### src/rtl/request_header_deframer_macros.svh
// Assertion macros shared by the request header deframer RTL.
`ifndef REQUEST_HEADER_DEFRAMER_MACROS_SVH
`define REQUEST_HEADER_DEFRAMER_MACROS_SVH

`ifndef ASSERT_OFF

`define RHD_ASSERT_IMP(label, clk, rst_n, ante, cons) \
	label: assert property (@(posedge clk) disable iff (!rst_n) (ante) |-> (cons)) \
		else $error("request_header_deframer: same-cycle check failed");

`define RHD_ASSERT_NXT(label, clk, rst_n, ante, cons) \
	label: assert property (@(posedge clk) disable iff (!rst_n) (ante) |=> (cons)) \
		else $error("request_header_deframer: next-cycle check failed");

`else

`define RHD_ASSERT_IMP(label, clk, rst_n, ante, cons)

`define RHD_ASSERT_NXT(label, clk, rst_n, ante, cons)

`endif

`endif

### src/rtl/rhd_pkg.sv
// Shared types and codes for the request header deframer.
`default_nettype none

package rhd_pkg;

	localparam int CFG_IDX_W = 3;
	localparam int CFG_DATA_W = 16;

	localparam logic [CFG_IDX_W-1:0] CFG_MAX_BATCH = 3'd0;
	localparam logic [CFG_IDX_W-1:0] CFG_PAIR_WORDS = 3'd1;
	localparam logic [CFG_IDX_W-1:0] CFG_FP_WORDS = 3'd2;
	localparam logic [CFG_IDX_W-1:0] CFG_GRAPH_WORDS = 3'd3;
	localparam logic [CFG_IDX_W-1:0] CFG_PROP_WORDS = 3'd4;
	localparam logic [CFG_IDX_W-1:0] CFG_PIPE_WORDS = 3'd5;
	localparam logic [CFG_IDX_W-1:0] CFG_RELOAD_WORDS = 3'd6;

	localparam logic [3:0] ST_HDR_BYTE = 4'd0;
	localparam logic [3:0] ST_HDR_OK = 4'd1;
	localparam logic [3:0] ST_PAYLOAD = 4'd2;
	localparam logic [3:0] ST_DONE = 4'd3;
	localparam logic [3:0] ST_BAD_HEADER = 4'd4;
	localparam logic [3:0] ST_BAD_BATCH = 4'd5;
	localparam logic [3:0] ST_BAD_TASK = 4'd6;
	localparam logic [3:0] ST_BAD_LENGTH = 4'd7;
	localparam logic [3:0] ST_STATE = 4'd8;
	localparam logic [3:0] ST_CLEARED = 4'd9;
	localparam logic [3:0] ERR_NONE = 4'd0;

	localparam logic [7:0] TASK_SIMILARITY = 8'd0;
	localparam logic [7:0] TASK_GRAPH = 8'd1;
	localparam logic [7:0] TASK_PROPERTY = 8'd2;
	localparam logic [7:0] TASK_PIPELINE = 8'd3;
	localparam logic [7:0] TASK_RELOAD = 8'd4;

	localparam logic CMD_DATA = 1'b0;
	localparam logic CMD_CLEAR = 1'b1;

	localparam int HDR_BYTES = 16;

	typedef logic [HDR_BYTES-1:0][7:0] rhd_hdr_t;

	typedef struct packed {
		logic [15:0] max_batch;
		logic [10:0] pair_words;
		logic [10:0] fp_words;
		logic [10:0] graph_words;
		logic [10:0] prop_words;
		logic [10:0] pipe_words;
		logic [10:0] reload_words;
	} rhd_cfg_t;

	typedef struct packed {
		logic ok;
		logic [3:0] err;
	} rhd_chk_t;

endpackage

`default_nettype wire

### src/rtl/request_header_deframer.sv
// Top level of the request header deframer: framing state, payload pass-through, registers.
//
//  Channel | Signals                                      | Direction
//  --------+----------------------------------------------+----------
//  in      | in_valid, in_ready, cmd, byte_in             | into block
//  out     | out_valid, out_ready, status ... batch_count | out of block
//  cfg     | cfg_valid, cfg_ready, cfg_index, cfg_data    | into block
//
// Each byte passes an input register and a result register, one byte per cycle sustained while
// out is not stalled. The header check on the sixteenth header byte sits between the two registers.
// Reset clears the framing state and loads the register defaults; the header bytes are not cleared.
// A stall on out holds the result register and backs up through the input register to in_ready.
`default_nettype none

module request_header_deframer #(
	parameter int MAGIC = 77,
	parameter int VERSION = 1,
	parameter int SLOT_BYTES = 4096
) (
	input  wire                              clk,
	input  wire                              arst_n,
	input  wire                              in_valid,
	output logic                             in_ready,
	input  wire                              cmd,
	input  wire  [7:0]                       byte_in,
	output logic                             out_valid,
	input  wire                              out_ready,
	output logic [3:0]                       status,
	output logic                             accepted,
	output logic [7:0]                       payload_byte,
	output logic [11:0]                      payload_offset,
	output logic                             last,
	output logic [7:0]                       task_code,
	output logic [12:0]                      frame_length,
	output logic [31:0]                      trace_tag,
	output logic [31:0]                      batch_count,
	input  wire                              cfg_valid,
	output logic                             cfg_ready,
	input  wire  [rhd_pkg::CFG_IDX_W-1:0]    cfg_index,
	input  wire  [rhd_pkg::CFG_DATA_W-1:0]   cfg_data
);
	import rhd_pkg::*;

	`include "request_header_deframer_macros.svh"

	localparam int LEN_W = $clog2(SLOT_BYTES + 1);

	rhd_cfg_t cfg_q;

	logic valid_s1;
	logic cmd_s1;
	logic [7:0] byte_s1;

	rhd_hdr_t header_store_q;
	logic [4:0] header_count_q;
	logic header_valid_q;
	logic [LEN_W-1:0] expected_length_q;
	logic [LEN_W-1:0] payload_count_q;
	logic [3:0] err_q;

	logic [4:0] header_count_d;
	logic header_valid_d;
	logic [LEN_W-1:0] expected_length_d;
	logic [LEN_W-1:0] payload_count_d;
	logic [3:0] err_d;
	logic store_we;

	logic out_valid_s2;
	logic [3:0] status_s2;
	logic accepted_s2;
	logic [7:0] payload_byte_s2;
	logic [11:0] payload_offset_s2;
	logic last_s2;
	logic [7:0] task_code_s2;
	logic [12:0] frame_length_s2;
	logic [31:0] trace_tag_s2;
	logic [31:0] batch_count_s2;

	logic [3:0] status_d;
	logic accepted_d;
	logic [7:0] payload_byte_d;
	logic [11:0] payload_offset_d;
	logic last_d;
	logic [7:0] task_code_d;
	logic [12:0] frame_length_d;
	logic [31:0] trace_tag_d;
	logic [31:0] batch_count_d;

	logic advance;
	logic fire;
	rhd_hdr_t hdr_view;
	rhd_chk_t chk;
	logic [31:0] hdr_len;
	logic [LEN_W-1:0] pc_inc;

	assign cfg_ready = 1'b1;
	assign advance = !out_valid_s2 || out_ready;
	assign in_ready = !valid_s1 || advance;
	assign fire = valid_s1 && advance;

	always_ff @(posedge clk or negedge arst_n) begin
		if (!arst_n) begin
			cfg_q.max_batch <= 16'd64;
			cfg_q.pair_words <= 11'd64;
			cfg_q.fp_words <= 11'd32;
			cfg_q.graph_words <= 11'd512;
			cfg_q.prop_words <= 11'd16;
			cfg_q.pipe_words <= 11'd512;
			cfg_q.reload_words <= 11'd1024;
		end else if (cfg_valid && cfg_ready) begin
			case (cfg_index)
				CFG_MAX_BATCH: cfg_q.max_batch <= cfg_data;
				CFG_PAIR_WORDS: cfg_q.pair_words <= cfg_data[10:0];
				CFG_FP_WORDS: cfg_q.fp_words <= cfg_data[10:0];
				CFG_GRAPH_WORDS: cfg_q.graph_words <= cfg_data[10:0];
				CFG_PROP_WORDS: cfg_q.prop_words <= cfg_data[10:0];
				CFG_PIPE_WORDS: cfg_q.pipe_words <= cfg_data[10:0];
				CFG_RELOAD_WORDS: cfg_q.reload_words <= cfg_data[10:0];
				default: ;
			endcase
		end
	end

	always_ff @(posedge clk or negedge arst_n) begin
		if (!arst_n) begin
			valid_s1 <= 1'b0;
		end else if (in_ready) begin
			valid_s1 <= in_valid;
		end
	end

	always_ff @(posedge clk) begin
		if (in_valid && in_ready) begin
			cmd_s1 <= cmd;
			byte_s1 <= byte_in;
		end
	end

	// The sixteenth header byte is checked together with the fifteen already stored.
	always_comb begin
		hdr_view = header_store_q;
		if (header_count_q == 5'd15) begin
			hdr_view[15] = byte_s1;
		end
	end

	assign hdr_len = {hdr_view[7], hdr_view[6], hdr_view[5], hdr_view[4]};
	assign pc_inc = payload_count_q + LEN_W'(1);

	rhd_hdr_check #(
		.MAGIC(MAGIC),
		.VERSION(VERSION),
		.SLOT_BYTES(SLOT_BYTES)
	) u_check (
		.hdr(hdr_view),
		.cfg(cfg_q),
		.chk(chk)
	);

	always_comb begin
		header_count_d = header_count_q;
		header_valid_d = header_valid_q;
		expected_length_d = expected_length_q;
		payload_count_d = payload_count_q;
		err_d = err_q;
		store_we = 1'b0;
		status_d = ST_HDR_BYTE;
		accepted_d = 1'b0;
		payload_byte_d = '0;
		payload_offset_d = '0;
		last_d = 1'b0;
		if (cmd_s1 == CMD_CLEAR) begin
			header_count_d = '0;
			header_valid_d = 1'b0;
			expected_length_d = '0;
			payload_count_d = '0;
			err_d = ERR_NONE;
			status_d = ST_CLEARED;
		end else if (err_q != ERR_NONE) begin
			status_d = err_q;
		end else if (!header_valid_q) begin
			store_we = 1'b1;
			accepted_d = 1'b1;
			header_count_d = header_count_q + 5'd1;
			if (header_count_q == 5'd15) begin
				if (!chk.ok) begin
					err_d = chk.err;
					status_d = chk.err;
				end else begin
					header_valid_d = 1'b1;
					expected_length_d = hdr_len[LEN_W-1:0];
					payload_count_d = '0;
					if (hdr_len == 32'd0) begin
						err_d = ST_STATE;
						status_d = ST_DONE;
					end else begin
						status_d = ST_HDR_OK;
					end
				end
			end
		end else begin
			accepted_d = 1'b1;
			payload_byte_d = byte_s1;
			payload_offset_d = 12'(payload_count_q);
			payload_count_d = pc_inc;
			if (pc_inc >= expected_length_q) begin
				last_d = 1'b1;
				err_d = ST_STATE;
				status_d = ST_DONE;
			end else begin
				status_d = ST_PAYLOAD;
			end
		end
		if (cmd_s1 == CMD_DATA && header_count_d == 5'd16) begin
			task_code_d = hdr_view[2];
			frame_length_d = header_valid_d ? 13'(expected_length_d) : 13'd0;
			trace_tag_d = {hdr_view[11], hdr_view[10], hdr_view[9], hdr_view[8]};
			batch_count_d = {hdr_view[15], hdr_view[14], hdr_view[13], hdr_view[12]};
		end else begin
			task_code_d = '0;
			frame_length_d = '0;
			trace_tag_d = '0;
			batch_count_d = '0;
		end
	end

	always_ff @(posedge clk or negedge arst_n) begin
		if (!arst_n) begin
			header_count_q <= '0;
			header_valid_q <= 1'b0;
			expected_length_q <= '0;
			payload_count_q <= '0;
			err_q <= ERR_NONE;
			out_valid_s2 <= 1'b0;
		end else begin
			if (fire) begin
				header_count_q <= header_count_d;
				header_valid_q <= header_valid_d;
				expected_length_q <= expected_length_d;
				payload_count_q <= payload_count_d;
				err_q <= err_d;
				out_valid_s2 <= 1'b1;
			end else if (out_ready) begin
				out_valid_s2 <= 1'b0;
			end
		end
	end

	always_ff @(posedge clk) begin
		if (fire && store_we) begin
			header_store_q[header_count_q[3:0]] <= byte_s1;
		end
		if (fire) begin
			status_s2 <= status_d;
			accepted_s2 <= accepted_d;
			payload_byte_s2 <= payload_byte_d;
			payload_offset_s2 <= payload_offset_d;
			last_s2 <= last_d;
			task_code_s2 <= task_code_d;
			frame_length_s2 <= frame_length_d;
			trace_tag_s2 <= trace_tag_d;
			batch_count_s2 <= batch_count_d;
		end
	end

	assign out_valid = out_valid_s2;
	assign status = status_s2;
	assign accepted = accepted_s2;
	assign payload_byte = payload_byte_s2;
	assign payload_offset = payload_offset_s2;
	assign last = last_s2;
	assign task_code = task_code_s2;
	assign frame_length = frame_length_s2;
	assign trace_tag = trace_tag_s2;
	assign batch_count = batch_count_s2;

	`RHD_ASSERT_IMP(a_hdr_complete, clk, arst_n, header_valid_q, header_count_q == 5'd16)
	`RHD_ASSERT_IMP(a_count_bound, clk, arst_n, 1'b1, header_count_q <= 5'd16)
	`RHD_ASSERT_IMP(a_payload_bound, clk, arst_n, header_valid_q && err_q == ERR_NONE,
		payload_count_q < expected_length_q)
	`RHD_ASSERT_NXT(a_last_done, clk, arst_n, fire && last_d,
		status == ST_DONE && accepted && err_q == ST_STATE)

endmodule

`default_nettype wire

### src/rtl/rhd_hdr_check.sv
// Header checker: validates a complete 16-byte header against the configuration.
`default_nettype none

module rhd_hdr_check #(
	parameter int MAGIC = 77,
	parameter int VERSION = 1,
	parameter int SLOT_BYTES = 4096
) (
	input  wire rhd_pkg::rhd_hdr_t hdr,
	input  wire rhd_pkg::rhd_cfg_t cfg,
	output rhd_pkg::rhd_chk_t      chk
);
	import rhd_pkg::*;

	localparam int WORDS_W = 28;
	localparam logic [WORDS_W-1:0] MAX_WORDS = WORDS_W'(SLOT_BYTES / 4);

	logic [7:0] task_id;
	logic [31:0] len;
	logic [31:0] batch;
	logic [16:0] batch_p1;
	logic batch_one;
	logic [WORDS_W-1:0] fp_prod;
	logic [WORDS_W-1:0] prop_prod;
	logic [WORDS_W-1:0] words;
	logic [31:0] words_bytes;

	assign task_id = hdr[2];
	assign len = {hdr[7], hdr[6], hdr[5], hdr[4]};
	assign batch = {hdr[15], hdr[14], hdr[13], hdr[12]};
	assign batch_one = (batch == 32'd1);
	assign batch_p1 = {1'b0, batch[15:0]} + 17'd1;
	assign fp_prod = WORDS_W'(cfg.fp_words * batch_p1);
	assign prop_prod = WORDS_W'(cfg.prop_words * batch[15:0]);
	assign words_bytes = {2'b00, words, 2'b00};

	always_comb begin
		chk.ok = 1'b0;
		chk.err = ERR_NONE;
		words = '0;
		case (task_id)
			TASK_SIMILARITY: begin
				words = batch_one ? WORDS_W'(cfg.pair_words) : fp_prod;
			end
			TASK_GRAPH: words = WORDS_W'(cfg.graph_words);
			TASK_PROPERTY: words = prop_prod;
			TASK_PIPELINE: words = WORDS_W'(cfg.pipe_words);
			TASK_RELOAD: words = WORDS_W'(cfg.reload_words);
			default: words = '0;
		endcase
		if (hdr[0] != 8'(MAGIC) || hdr[1] != 8'(VERSION) || hdr[3] != 8'd0) begin
			chk.err = ST_BAD_HEADER;
		end else if (batch == 32'd0 || batch > {16'd0, cfg.max_batch}) begin
			chk.err = ST_BAD_BATCH;
		end else if ((task_id == TASK_GRAPH || task_id == TASK_PIPELINE ||
				task_id == TASK_RELOAD) && !batch_one) begin
			chk.err = ST_BAD_BATCH;
		end else if (task_id > TASK_RELOAD) begin
			chk.err = ST_BAD_TASK;
		end else if (words > MAX_WORDS || len != words_bytes) begin
			chk.err = ST_BAD_LENGTH;
		end else begin
			chk.ok = 1'b1;
		end
	end

endmodule

`default_nettype wire
### config.mk
export PLATFORM = sky130hd
export DESIGN_NAME = request_header_deframer
export DESIGN_NICKNAME = d
export VERILOG_FILES = /design/src/rtl/rhd_pkg.sv /design/src/rtl/request_header_deframer.sv /design/src/rtl/rhd_hdr_check.sv
export VERILOG_INCLUDE_DIRS = /design/src /design/src/rtl
export SDC_FILE = /design/constraint.sdc
export NUM_CORES = 1
export LEC_CHECK = 0
export BUFFER_PORTS_ARGS = -buffer_cell sky130_fd_sc_hd__buf_2
export CORE_MARGIN = 10
export CORE_UTILIZATION = 54
export CTS_CLUSTER_SIZE = 20
export DETAILED_ROUTE_END_ITERATION = 7
export GPL_TIMING_DRIVEN = 0
export HOLD_SLACK_MARGIN = 0.02
export PLACE_DENSITY = 0.82
export RECOVER_POWER = 25
export REMOVE_ABC_BUFFERS = 1
export SETUP_SLACK_MARGIN = 0.02
export SLEW_MARGIN = 40
export SYNTH_ARGS = -nofsm -noshare
export SYNTH_HDL_FRONTEND = slang
export SYNTH_HIERARCHICAL = 1
export SYNTH_SLANG_ARGS = --single-unit
### constraint.sdc
create_clock -name clk -period 13 [get_ports clk]
set_input_delay 0.65 -clock clk [delete_from_list [all_inputs] [get_ports clk]]
set_output_delay 0.65 -clock clk [all_outputs]
set_load 0.005 [all_outputs]
==> qor.yml <==
wire_per_inst_um: 21.42
cellPowerDensity_nw_per_um2: 278.3
hold-worst-slack_ns: 0.2479
crit_path_top_delay_cell: "xnor2_2"
avgSynthCellArea_um2: 10.78
die_area_um2: 61340
hp-class: "input pin to register"
ios: 147
fin_util: 0.6042
grt_max_degree: 75
fin_crit_ns: 10.10
synth_enable_flop_cells: 248
yosys.area.top_type: "edfxtp_1"
vias: 20250
use_met3: 0.04300
max_stage_delay_ns: 0.66
synthFlopType: "edfxtp_1"
drcViolationCount: 0
cts_resized: 0
top_usage_layer: "met2"
ant_nets: 0
start_kind: "register"
maxCapViolCount: 1
ys_warn_count: 6
htreeDepth: 2
fmax_mhz: 99.04
multi_input_area_um2: 15960
clk_path_buf_depth: 3
failed_checks: "max-capacitance violations, max-slew violations"
coreArea_um2: 51300
place_area_um2: 29550
path_clk_slew_ns: 0.06
path_delay_family: "adder cells"
firstDrtPassIters: 6
worst-path-max-fanout: 15
gp_congestion: 0.9470
final_nets: 3164
regArea_um2: 10460
start_util: 0.5456
worstMarginPinSlew_ns: 3.014
status: "complete, but fails checks"
cts_tree: "done"
setup_viol: 0
grt_pass1_vias: 21400
peakVddDrop_mv: 0.3206
gr-usage-met1: 0.3121
clock_latency_ns: 0.58
synth-seq-cells: 368
syn2layout_area_growth_pct: 10.73
grt_usage: 0.2431
cp-end-kind: "register"
path_class: "register to register"
wl_mm: 73.15
dr.first_iter.drc_count: 2234
core.rowCount: 83
cp.arrival_ns: 10.58
via_per_inst: 5.931
clock-sinks: 368
synth_area_um2: 27990
antenna_found_initial: 1
hpwl_mm: 54.13
fillers: 3966
synth_cells: 2596
worst-endpoint-required_ns: 13.49
portBuffers: 145
relSlewSlack: -1.009
drive_above_1_share: 0.1430
skew_ns: 0.02382
cpMostUsedCell: "fa_1"
timing.final.crit_share: 0.7767
final_area_um2: 31000
crit_buf_inv: 4
p_leak_nw: 13.73
setup_tns_ns: 0
synth_cell_types: 87
ys_async_sr_fraction: 0.3261
cts_buffers: 39
synth_seq_area_share: 0.3736
synth_area_leaders: "edfxtp_1, fa_1, dfrtp_1"
hold_viol: 0
clockRootBuffer: "clkbuf_16"
synth.top_cell.area_share: 0.2660
die_width_um: 247.7
grt_overflow_total: 0
die_h_um: 247.7
slew_viol_final: 49
rsz0062_at_grt: "no"
grt_pass1_wl_mm: 117.9
use_met2: 0.4029
[per-layer routing]
metal	vias up	wire length [um]
li1	8935	-
met1	10160	28950
met2	988	35750
met3	174	5583
met4	0	2864
met5	-	0
[synth_stat cells, types with 17 or more instances]
| master | number |
|---|---|
| ha_1 | 169 |
| nand2_1 | 309 |
| clkbuf_1 | 96 |
| and2_1 | 227 |
| xnor2_1 | 40 |
| and3_1 | 38 |
| a21o_1 | 17 |
| o21ai_0 | 55 |
| fa_1 | 259 |
| nor4_1 | 31 |
| a21oi_1 | 86 |
| nor2_1 | 68 |
| mux2i_1 | 22 |
| nand4_1 | 25 |
| mux2_2 | 96 |
| nor2b_1 | 17 |
| dfrtp_1 | 113 |
| edfxtp_1 | 248 |
| nor3_1 | 29 |
| nand3_1 | 34 |
| xor2_1 | 23 |
| inv_1 | 325 |
[through the flow]
stage | setup WS (ns) | power, W | cells
final | 2.903 | 0.008627 | 3415
after global routing | 2.216 | 0.009428 | 3415
after CTS | 2.760 | 0.008514 | 3400
after detailed placement | 2.850 | 0.007284 | 3327
after global placement | 2.406 | 0.007151 | 3300
after floorplan | 4.746 | 0.005877 | 2475
[path summary, 6_finish.rpt]
path	from	endpoint	slack (ns)	cells after the start
worst max-delay path	hdr_view[96]	expected_length_q[11]	2.90	31
worst min-delay path	byte_in[6]	byte_s1[6]	0.25	1
worst max register to register	hdr_view[96]	expected_length_q[11]	2.90	31
worst min register to register	cfg_q[11]	cfg_q[11]	0.51	1
max in group asynchronous	arst_n	cfg_q[50]	9.68	2
min in group asynchronous	arst_n	payload_count_q[1]	1.59	2
[cells by family (layout without fill, tap and decap cells)]
group | after synthesis | count (layout) | share of synthesized area
fa+ha+maj | 428 | 428 | 0.2608
mux | 118 | 118 | 0.04649
simple gates | 867 | 867 | 0.1648
flops | 368 | 368 | 0.3736
other cells | 2 | 3 | 0.0002683
xor+xnor | 63 | 63 | 0.01971
buf+inv | 447 | 585 | 0.06218
compound gates | 303 | 303 | 0.07210
[repair_timing]
action / CTS / global route
endpoints found under the hold margin: 45 / 0
endpoints found under the setup margin: 0 / 0
hold buffers: 1 / 0
setup buffers: 0 / 0
[sequential cells by signal, summed over array words and instances (netlist names)]
register,cells
task_code,8
payload_byte,8
expected_length_q,13
out_valid,1
payload_count_q,13
cmd_s1,1
hdr_len,32
byte_s1,8
accepted,1
header_store_q,8
cfg_q,82
frame_length,13
batch_count,32
header_count_q,5
last,1
hdr_view,88
trace_tag,32
status,4
payload_offset,12
err_q,4
header_valid_q,1
valid_s1,1
[worst reg2reg max path: cells and delay by family, from the launching register on]
kind	cells	cell delay [ns]
buf+inv	4	0.39
simple gates	11	3.23
compound gates	8	2.00
fa+ha+maj	7	3.25
flops	1	0.46
xor+xnor	1	0.66
[power breakdown]
| part | leakage [nW] | switching (W) | internal [W] |
|---|---|---|---|
| combinational | 9.26 | 0.00356 | 0.00238 |
| sequential | 3.83 | 0.000160 | 0.00136 |
| clock | 0.645 | 0.000484 | 0.000682 |
| total | 13.7 | 0.00420 | 0.00442 |
[layout make-up]
class | instances | share of cell area
clock buffer | 49 | 0.03403
multi-input combinational | 1781 | 0.5148
sequential | 368 | 0.3374
antenna | 1 | 0.00008073
clock inverter | 23 | 0.008760
inverter | 326 | 0.03972
timing repair buffer | 187 | 0.03778
tap | 680 | 0.02745
[cells in the final DEF (no fill, tap or decap), types with 24 or more instances in the layout]
master	netlist	routed
xnor2_1	40	31
inv_1	325	324
o21ai_0	55	55
and3_1	38	38
a21oi_1	86	86
buf_2	7	145
fa_1	259	259
and2_1	227	226
nor2_1	68	67
clkbuf_16	0	40
nor3_1	29	24
nand3_1	34	34
nor4_1	31	30
dfrtp_1	113	113
nand4_1	25	25
edfxtp_1	248	248
ha_1	169	169
mux2_2	96	96
nand2_1	309	309
No activity file was read; power rests on OpenSTA's default activity.
